**src/hw/rtl/idq_pkg.sv**
```systemverilog
// idq_pkg: shared types and constants for the indexed deque with resize
// holds the word structs, opcodes, status codes and ring geometry
// no dependencies
package idq_pkg;

    // ring geometry (capacity is a power of two so slot math wraps naturally)
    localparam int CAPACITY = 64;
    localparam int AW       = $clog2(CAPACITY);
    localparam int CW       = AW + 1;

    // operation codes
    localparam logic [2:0] OP_APPEND     = 3'd0;
    localparam logic [2:0] OP_PREPEND    = 3'd1;
    localparam logic [2:0] OP_DROP_FRONT = 3'd2;
    localparam logic [2:0] OP_DROP_BACK  = 3'd3;
    localparam logic [2:0] OP_RESIZE     = 3'd4;
    localparam logic [2:0] OP_READ       = 3'd5;
    localparam logic [2:0] OP_WRITE      = 3'd6;

    // status codes
    localparam logic [1:0] ST_OK    = 2'd0;
    localparam logic [1:0] ST_EMPTY = 2'd1;
    localparam logic [1:0] ST_FULL  = 2'd2;
    localparam logic [1:0] ST_RANGE = 2'd3;

    // input word
    typedef struct packed {
        logic [2:0]         opcode;
        logic signed [31:0] value;
        logic [5:0]         position;
        logic [6:0]         new_size;
    } t_in_item;

    // result word
    typedef struct packed {
        logic signed [31:0] read_value;
        logic [1:0]         status;
    } t_out_item;

    // element store access for one operation
    typedef struct packed {
        logic               we;
        logic [AW-1:0]      waddr;
        logic signed [31:0] wdata;
        logic               re;
        logic [AW-1:0]      raddr;
    } t_mem_req;

    // per-item outcome handed to the result register
    typedef struct packed {
        logic       hit;
        logic [1:0] status;
    } t_op_res;

endpackage

```
**src/hw/rtl/idq_mem.sv**
```systemverilog
// idq_mem: element store of CAPACITY signed words
// one write port and one read port with registered read data; uses idq_pkg
module idq_mem (
    input  logic                     i_clk,
    input  idq_pkg::t_mem_req        i_req,
    output logic signed [31:0]       o_rdata
);
    import idq_pkg::*;

    logic signed [31:0] r_mem [CAPACITY];
    logic signed [31:0] r_q;

    // write and registered read; read register holds while not enabled
    always_ff @(posedge i_clk) begin
        if (i_req.we) begin
            r_mem[i_req.waddr] <= i_req.wdata;
        end
        if (i_req.re) begin
            r_q <= r_mem[i_req.raddr];
        end
    end

    assign o_rdata = r_q;

endmodule

```
**src/hw/rtl/idq_ctrl.sv**
```systemverilog
// idq_ctrl: front pointer, element count and slot valid bits of the ring
// decodes one word per fire, issues store access and status; uses idq_pkg
module idq_ctrl (
    input  logic                 i_clk,
    input  logic                 i_rst_n,
    input  logic                 i_fire,
    input  idq_pkg::t_in_item    i_item,
    output idq_pkg::t_mem_req    o_req,
    output idq_pkg::t_op_res     o_res
);
    import idq_pkg::*;

    logic [AW-1:0]       r_front, n_front;
    logic [CW-1:0]       r_count, n_count;
    logic [CAPACITY-1:0] r_valid, n_valid;

    logic                full, empty, pos_in, size_bad;
    logic [AW-1:0]       slot_back, slot_last, slot_pos, front_dec;
    logic [CAPACITY-1:0] drop_mask;
    logic [AW-1:0]       logical [CAPACITY];

    // slot arithmetic, wraps at the ring size
    assign full      = (r_count == CW'(CAPACITY));
    assign empty     = (r_count == '0);
    assign pos_in    = (CW'(i_item.position) < r_count);
    assign size_bad  = (i_item.new_size > CW'(CAPACITY));
    assign slot_back = r_front + r_count[AW-1:0];
    assign slot_last = slot_back - AW'(1);
    assign slot_pos  = r_front + AW'(i_item.position);
    assign front_dec = r_front - AW'(1);

    // slots whose logical index falls in [new_size, count) on shrink
    always_comb begin
        for (int j = 0; j < CAPACITY; j++) begin
            logical[j]   = AW'(j) - r_front;
            drop_mask[j] = (CW'(logical[j]) >= i_item.new_size) &&
                           (CW'(logical[j]) < r_count);
        end
    end

    // operation decode
    always_comb begin
        n_front    = r_front;
        n_count    = r_count;
        n_valid    = r_valid;
        o_req      = '0;
        o_req.wdata = i_item.value;
        o_res      = '0;
        o_res.status = ST_OK;
        case (i_item.opcode)
            OP_APPEND: begin
                if (full) begin
                    o_res.status = ST_FULL;
                end else begin
                    o_req.we           = i_fire;
                    o_req.waddr        = slot_back;
                    n_valid[slot_back] = 1'b1;
                    n_count            = r_count + CW'(1);
                end
            end
            OP_PREPEND: begin
                if (full) begin
                    o_res.status = ST_FULL;
                end else begin
                    o_req.we           = i_fire;
                    o_req.waddr        = front_dec;
                    n_valid[front_dec] = 1'b1;
                    n_front            = front_dec;
                    n_count            = r_count + CW'(1);
                end
            end
            OP_DROP_FRONT: begin
                if (empty) begin
                    o_res.status = ST_EMPTY;
                end else begin
                    n_valid[r_front] = 1'b0;
                    n_front          = r_front + AW'(1);
                    n_count          = r_count - CW'(1);
                end
            end
            OP_DROP_BACK: begin
                if (empty) begin
                    o_res.status = ST_EMPTY;
                end else begin
                    n_valid[slot_last] = 1'b0;
                    n_count            = r_count - CW'(1);
                end
            end
            OP_RESIZE: begin
                if (size_bad) begin
                    o_res.status = ST_RANGE;
                end else begin
                    n_valid = r_valid & ~drop_mask;
                    n_count = i_item.new_size;
                end
            end
            OP_READ: begin
                o_req.re    = i_fire;
                o_req.raddr = slot_pos;
                o_res.hit   = pos_in && r_valid[slot_pos];
            end
            OP_WRITE: begin
                if (!pos_in) begin
                    o_res.status = ST_RANGE;
                end else begin
                    o_req.we          = i_fire;
                    o_req.waddr       = slot_pos;
                    n_valid[slot_pos] = 1'b1;
                end
            end
            default: begin
            end
        endcase
    end

    // ring state
    always_ff @(posedge i_clk) begin
        if (!i_rst_n) begin
            r_front <= '0;
            r_count <= '0;
            r_valid <= '0;
        end else if (i_fire) begin
            r_front <= n_front;
            r_count <= n_count;
            r_valid <= n_valid;
        end
    end

endmodule

```
**src/hw/rtl/indexed_deque_with_resize.sv**
```systemverilog
// indexed_deque_with_resize: top level of the indexed ring deque
// input register, ring control, element store and result register; uses idq_pkg
//
// Usage:
//  - input channel i_in_valid / o_in_ready carries one operation word:
//    push back, push front, pop front, pop back, resize, read or write
//  - output channel o_out_valid / i_out_ready returns exactly one result word
//    per operation, in order: read value (zero unless a live, set element was
//    read) and status (ok, empty, full, out of range)
//  - an accepted word passes the input register, then decode into the result
//    register and the registered store read port, before its result is valid
//  - throughput is one word per cycle unless the receiver stalls; the ring
//    state updates once per word and the store sees at most one write or one
//    read per word
//  - when the receiver stalls, the result register and store read data hold,
//    the input register fills, and o_in_ready drops only once both are full
//  - synchronous reset empties the deque: front pointer and count go to zero
//    and all slot valid bits clear together; no clearing pass is needed
module indexed_deque_with_resize (
    input  logic                  i_clk,
    input  logic                  i_rst_n,
    input  logic                  i_in_valid,
    output logic                  o_in_ready,
    input  idq_pkg::t_in_item     i_in_item,
    output logic                  o_out_valid,
    input  logic                  i_out_ready,
    output idq_pkg::t_out_item    o_out_item
);
    import idq_pkg::*;

    logic               r_in_valid;
    t_in_item           r_in_item;
    logic               r_out_valid;
    t_op_res            r_out_res;
    logic               s1_fire;
    t_mem_req           mem_req;
    t_op_res            op_res;
    logic signed [31:0] mem_rdata;

    // stage handshakes
    assign s1_fire    = r_in_valid && (!r_out_valid || i_out_ready);
    assign o_in_ready = !r_in_valid || s1_fire;

    // input register
    always_ff @(posedge i_clk) begin
        if (!i_rst_n) begin
            r_in_valid <= 1'b0;
        end else if (o_in_ready) begin
            r_in_valid <= i_in_valid;
        end
    end

    always_ff @(posedge i_clk) begin
        if (o_in_ready && i_in_valid) begin
            r_in_item <= i_in_item;
        end
    end

    // ring control
    idq_ctrl u_ctrl (
        .i_clk   (i_clk),
        .i_rst_n (i_rst_n),
        .i_fire  (s1_fire),
        .i_item  (r_in_item),
        .o_req   (mem_req),
        .o_res   (op_res)
    );

    // element store
    idq_mem u_mem (
        .i_clk   (i_clk),
        .i_req   (mem_req),
        .o_rdata (mem_rdata)
    );

    // result register
    always_ff @(posedge i_clk) begin
        if (!i_rst_n) begin
            r_out_valid <= 1'b0;
        end else if (!r_out_valid || i_out_ready) begin
            r_out_valid <= s1_fire;
        end
    end

    always_ff @(posedge i_clk) begin
        if (s1_fire) begin
            r_out_res <= op_res;
        end
    end

    // result word
    assign o_out_valid           = r_out_valid;
    assign o_out_item.read_value = r_out_res.hit ? mem_rdata : 32'sd0;
    assign o_out_item.status     = r_out_res.status;

    // a decoded word always lands in the result register
    a_fire_to_out: assert property (@(posedge i_clk) disable iff (!i_rst_n)
        s1_fire |=> o_out_valid)
        else $error("decoded word did not reach result register");

    // one store access per word
    a_one_port: assert property (@(posedge i_clk) disable iff (!i_rst_n)
        !(mem_req.we && mem_req.re))
        else $error("store written and read by the same word");

    // a failed operation never returns data
    a_err_zero: assert property (@(posedge i_clk) disable iff (!i_rst_n)
        (o_out_valid && (o_out_item.status != ST_OK)) |-> (o_out_item.read_value == 32'sd0))
        else $error("nonzero read value with error status");

    // a read hit always comes from a read operation's store access
    a_hit_read: assert property (@(posedge i_clk) disable iff (!i_rst_n)
        (s1_fire && op_res.hit) |-> mem_req.re)
        else $error("read hit without store read");

endmodule

```
**config.mk**
```make
export PLATFORM = sky130hd
export DESIGN_NAME = indexed_deque_with_resize
export DESIGN_NICKNAME = d
export VERILOG_FILES = /design/src/hw/rtl/idq_pkg.sv /design/src/hw/rtl/idq_mem.sv /design/src/hw/rtl/idq_ctrl.sv /design/src/hw/rtl/indexed_deque_with_resize.sv
export SDC_FILE = /design/constraint.sdc
export NUM_CORES = 2
export LEC_CHECK = 0
export ABC_AREA = 0
export BUFFER_PORTS_ARGS = -buffer_cell sky130_fd_sc_hd__buf_2
export CORE_ASPECT_RATIO = 0.5
export CORE_MARGIN = 2
export CORE_UTILIZATION = 57
export CTS_BUF_LIST = sky130_fd_sc_hd__clkbuf_16
export DETAILED_ROUTE_END_ITERATION = 12
export PLACE_DENSITY = 0.78
export SLEW_MARGIN = 25
export SYNTH_ARGS = -nofsm -noshare
export SYNTH_HDL_FRONTEND = slang
export SYNTH_SLANG_ARGS = --single-unit
```
**constraint.sdc**
```tcl
create_clock -name i_clk -period 6 [get_ports i_clk]
set_input_delay 0.3 -clock i_clk [delete_from_list [all_inputs] [get_ports i_clk]]
set_output_delay 0.3 -clock i_clk [all_outputs]
set_load 0.005 [all_outputs]
```
-- After elaboration in Yosys (flattened, before gate mapping)
Memories as Yosys holds them, arrays and structs flattened. A register that Yosys moved wholly into a read port is not among the register bits.
Cells that the tools add are included.
- flip-flop bits (word level): 130
- latch bits: 0
- RAM bits: 2048
- ROM bits: 0
- input bits: 52
- output and inout port bits: 36
- logic and storage cells: 372
- memories: 1
- memory list (memory ; words ; width ; rd ports ; clocked after Yosys merged registers in ; write ports ; line ; source):
    u_mem.r_mem ; 64 ; 32 ; 1 ; 1 ; 1 ; idq_mem.sv:10 ; logic signed [31:0] r_mem [CAPACITY];
- $add $sub $neg: 71
- multipliers: 0
- divide/modulo/power cells: 0
- magnitude comparators: 140
- eq/ne operators: 15
- shift operators: 0
- multiplexer cells: 39
- bitwise operators: 9
- reduce and logical (&&, ||, !) cells: 86
- operators with widths (cell ; number):
    $lt A6 B7 Y1 ; 65
    $ge A6 B7 Y1 ; 64
    $mux W64 ; 6
    $pmux W64 S6 ; 1
    $and A64 B64 Y64 ; 3
    $not A64 Y64 ; 3
    $or A64 B64 Y64 ; 3
    $sub A6 B6 Y6 const A ; 32
    $sub A5 B6 Y6 const A ; 16
    $logic_and A1 B1 Y1 ; 72
    $mux W7 ; 7
    $sub A4 B6 Y6 const A ; 8
    $pmux W7 S3 ; 2
    $lt A6 B7 Y1 const B ; 5
    $mux W32 ; 1
    $demux W1 S6 ; 5
    $ge A6 B1 Y1 const B ; 5
    $sub A3 B6 Y6 const A ; 4
    $ne A2 B2 Y1 const B ; 7
    $add A6 B6 Y6 ; 2
    $mux W6 ; 2
    $pmux W6 S2 ; 1
    $sub A1 B6 Y6 const A ; 2
    $sub A2 B6 Y6 const A ; 2
    other kinds (25) ; 42

-- Depth between registers and ports, before layout
- depth in word-level cells: 10
- mapped depth: 16
- depth with buffers taken out: 15

-- Cells and area by module
Synthesis repeated with hierarchy kept, for this count alone.
- cell total of the unflattened synthesis: 5357
- area total of the unflattened synthesis: 95337.7 um^2
- modules (own cells, without submodules) (module ; times used ; cells each ; area each (um^2) ; sequential area each (um^2)):
    idq_mem ; 1 ; 3324 ; 78833.1 ; 62459.9
    idq_ctrl ; 1 ; 1936 ; 14599.0 ; 1541.5
    indexed_deque_with_resize ; 1 ; 97 ; 1905.6 ; 1571.5

-- Least setup slack after synthesis
OpenSTA, ideal clock, no wires.
- kind: register -> register
- start point: reg u_ctrl.r_count[5]
- end point: mem u_mem.r_mem[54][0], enable pin
- library setup time: 0.502 ns
- arrival time: 6.093 ns
- required time: 5.498 ns
- slack: -0.595 ns
- cell stages (with the launch flop): 9
- path buffers: 0
- period minus slack after synthesis: 6.595 ns
- path through: dfxtp_1 -> inv_1 -> ha_1 -> a21oi_1 -> nor2_1 -> a211o_1 -> nor3_2 -> o21bai_4 -> nor4_1
- cells in the longest elaborated chain, start to end: 5
- elaborated cells on any way between the ends: 9
- those cells by class: add/sub: 1; order compare: 1; eq/ne: 1; mux: 6
- ends and longest elaborated chain (item ; line ; source):
    start, declared ; idq_ctrl.sv:14 ; logic [CW-1:0] r_count, n_count;
    start signal, assigned ; idq_ctrl.sv:124 ; r_count <= n_count;
    $lt A6 B7 Y1 or $eq A7 B7 Y1 (tied branches) ; idq_ctrl.sv:25, idq_ctrl.sv:23 ;
    $mux W7, on equally long branches ; idq_ctrl.sv:103, idq_ctrl.sv:52, idq_ctrl.sv:62 ;
    $pmux W7 S3 (*) ; idq_ctrl.sv:50 ; case (i_item.opcode)
    $mux W1 ; idq_mem.sv:15 ; if (i_req.we) begin
    $mux W1 (not written as such) ; idq_mem.sv:16 ; r_mem[i_req.waddr] <= i_req.wdata;
    end, declared ; idq_mem.sv:10 ;
Mark *: on every way between the ends. The rest lies on a longest branch, timed or not.

-- Worst setup path after layout
- start point: reg u_ctrl.r_front[0]
- end point: mem u_mem.r_mem[1][13], enable pin
- cells in the longest elaborated chain, start to end: 3
- elaborated cells on any way between the ends: 7
- those cells by class: add/sub: 3; mux: 4
- ends and longest elaborated chain (item ; line ; source):
    start, declared ; idq_ctrl.sv:13 ; logic [AW-1:0] r_front, n_front;
    start signal, assigned ; idq_ctrl.sv:123 ; r_front <= n_front;
    $add A6 B6 Y6 (tied with other cells) ; idq_ctrl.sv:29 ; assign slot_pos = r_front + AW'(i_item.position);
    $mux W7, on equally long branches ; idq_ctrl.sv:103, idq_ctrl.sv:52, idq_ctrl.sv:62 ;
    $pmux W7 S3 (*) ; idq_ctrl.sv:50 ;
Marks and branches as above.

==> flow_summary_export.csv <==
group,metric,value,unit
synth,syn_inst,8091,
clock_tree,clk_path_buf_depth,4,
worst_hold_path,worstHoldPathType,"in -> reg",
route,firstDrtPassIters,7,
pwr,power_density,290,mW/mm²
final_layout,multiInputGateArea,0.0327,mm²
sta,maxSlewViolCount,0,
clock_tree,cts_hold_buf,51,
placement,place_ws,0.482,ns
synth,ys_async_sr_fraction,0,%
clock_tree,cts.sinks,2210,
sta,fmax,0.173,GHz
flow_run,cap_viol_max_count,0,
final_layout,drive_above_1_share,10.4,%
sta,setup_slack,0.218,ns
final_layout,ff_latch_area,0.0656,mm²
sta,finalSetupViolCount,0,
sta,tightest_slew,1.20,ns
route,ant_nets,0,
route,drc,0,
placement,gp_congestion,1.03,
worst_setup_path,end_kind,"register",
global_route,grt_use_total,37.3,%
clock_tree,htreeDepth,4,
pwr,vdd_drop_max,0.237,mV
floorplan,core,0.174,mm²
sta,post-route-min-period,5.78,ns
synth,ys.warnings.count,0,
floorplan,initial_core_util,57.6,%
sta,period_share,96.4,%
global_route,grt_first_pass_wirelength,485000,µm
worst_setup_path,critPathRequiredTime,6.54,ns
clock_tree,cts_root_buffer,"clkbuf_16",
clock_tree,cts_tree,"yes",
placement,numPortBuffers,87,
floorplan,die_area,0.180,mm²
sta,fin_skew,0.116,ns
sta,finalHoldViolCount,0,
floorplan,die_height,301,µm
global_route,antenna_found_initial,22,
synth,ys_ff_latch,2210,
worst_setup_path,start_kind,"register",
synth,syn_area,0.100,mm²
route,routedWlPerCell,31.8,µm
route,drt_iter0_drc,12500,
synth,synth_fp_nets,8439,
status,status,"completed",
route,drt-vias-per-instance,6.96,
clock_tree,clk_latency,0.86,ns
worst_setup_path,r2r-start,"u_ctrl.r_front[0]",
clock_tree,numCtsBuffers,194,
synth,ys.flop_type,"edfxtp_1",
synth,postSynthAreaPerCell,12.4,µm²
worst_hold_path,hold_path_startpoint,"i_in_item[32]",
sta,slew_headroom,19.5,%
pwr,total_leakage_power,38.5,nW
floorplan,die_x,597,µm
worst_setup_path,worst-path-max-fanout,23,
global_route,grt_overflow_total,0,
worst_setup_path,crit_type,"reg -> reg",
sta,rsz0062_at_grt,"no",
worst_setup_path,crit_start,"u_ctrl.r_front[0]",
global_route,grt_max_degree,199,
placement,hpwl,212000,µm
clock_tree,clk_pin_slew_worst_paths,0.07,ns
synth,synth-edff-count,2131,
synth,yosysUniqueCellTypes,98,
clock_tree,cts_resized,0,
final_layout,final_nets,8547,
final_layout,syn_to_final_growth,11.3,%
clock_tree,post_cts_buffers,0,
worst_setup_path,arrival,6.32,ns
floorplan,rows,108,
final_layout,n_fill_cell,12500,
final_layout,final_util,64.1,%
route,routed_wirelength,339000,µm
final_layout,final_cells,10700,
route,dr_total_vias,74100,
placement,dp.cells,10300,
global_route,first_global_vias,69800,
floorplan,top_level_ports,88,
synth,seq_area_frac_synth,65.4,%
[path summary, 6_finish.rpt]
kind                              to  slack [ns]  depth (start not counted)
setup reg to reg  u_mem.r_mem[1][13]        0.22                         11
hold reg to reg   u_ctrl.r_valid[41]        0.51                          2
hold / removal         r_in_item[32]        0.18                          2
setup / recovery  u_mem.r_mem[1][13]        0.22                         11
[per-layer routing]
layer  global-route usage, %  share of wire (%)
met1                    50.6                 36
met2                    54.4                 43
met3                    12.9                 16
met4                    16.9                5.1
met5                       0              0.044
[synth_stat cells (all sizes together) (65+ instances only)]
library cell / n / area share (%)
a211oi: 252 / 1.9
a21oi: 319 / 1.6
a31oi: 78 / 0.49
and3: 84 / 0.52
buf: 214 / 0.99
clkbuf: 354 / 1.3
dfxtp: 79 / 1.6
edfxtp: 2131 / 64
ha: 293 / 3.7
inv: 112 / 0.42
mux2i: 238 / 2.4
nand2: 984 / 3.7
nand3: 648 / 3.2
nor2: 644 / 2.4
nor3: 195 / 0.98
o211ai: 133 / 1.0
o21ai: 261 / 1.3
o22ai: 87 / 0.56
or3: 90 / 0.56
xnor2: 65 / 0.58
[critical path, stage by stage (launching register included)]
cell	delay (ns)
dfxtp_1	0.85
ha_1	0.44
inv_1	0.09
fa_1	0.43
nor2b_1	0.38
o22ai_4	0.19
nor3b_1	0.19
o31a_1	0.36
nor2_1	0.87
nand2_1	0.79
nor2_4	0.62
buf_12	0.27
[placed cells by master, fill, tap and decap left out, types with 187 or more instances in the layout]
master and n:
o21ai_0 254, ha_1 292, edfxtp_1 2131, mux2i_1 238, nand2_1 981, nand3_1 648, a211oi_1 248, nor3_1 187
buf_4 290, a21oi_1 317, clkbuf_16 197, nor2_1 580
[area by class of cell]
type,instances,share of cell area [%]
antenna,13,0.0292
clock buffer,197,4.42
clock inverter,131,0.766
inverter,115,0.387
multi-input combinational,5198,29.3
sequential,2210,58.8
tap,2310,2.59
timing repair buffer,480,3.73
[logic make-up after synthesis]
| family | after synthesis | share of synthesized area (%) |
|---|---|---|
| adder cells (fa/ha/maj) | 296 | 3.72 |
| AO/OA/AOI/OAI | 1678 | 11.6 |
| AND/OR/NAND/NOR | 2888 | 13.0 |
| buffers and inverters | 683 | 2.75 |
| multiplexers | 259 | 2.85 |
| flip-flops | 2210 | 65.4 |
| XOR/XNOR | 77 | 0.687 |
[through the flow]
step	power, W	setup TNS (ns)	area, µm²	hold slack [ns]
after floorplan	0.0192	-38.05	100000	0.399
after global placement	0.0205	0	105000	0.475
after detailed placement	0.0206	0	105000	0.478
after CTS	0.0322	0	112000	0.150
after global routing	0.0331	0	112000	0.186
final	0.0323	0	112000	0.183
[report_power, final]
part	switching (W)	internal (W)	total [W]
Combinational	0.00249	0.000930	0.00342
Clock	0.00556	0.00635	0.0119
Sequential	0.0000411	0.0170	0.0170
Total	0.00809	0.0242	0.0323
[registers in the layout, indices dropped and copies added (netlist names)]
signal,flops
r_in_valid,1
u_ctrl.r_front,6
u_ctrl.r_valid,64
o_out_valid,1
r_in_item,48
u_mem.r_mem,2048
o_out_item,2
r_out_res,1
u_mem.o_rdata,32
u_ctrl.r_count,7
Power figures use the tool's default switching activity.
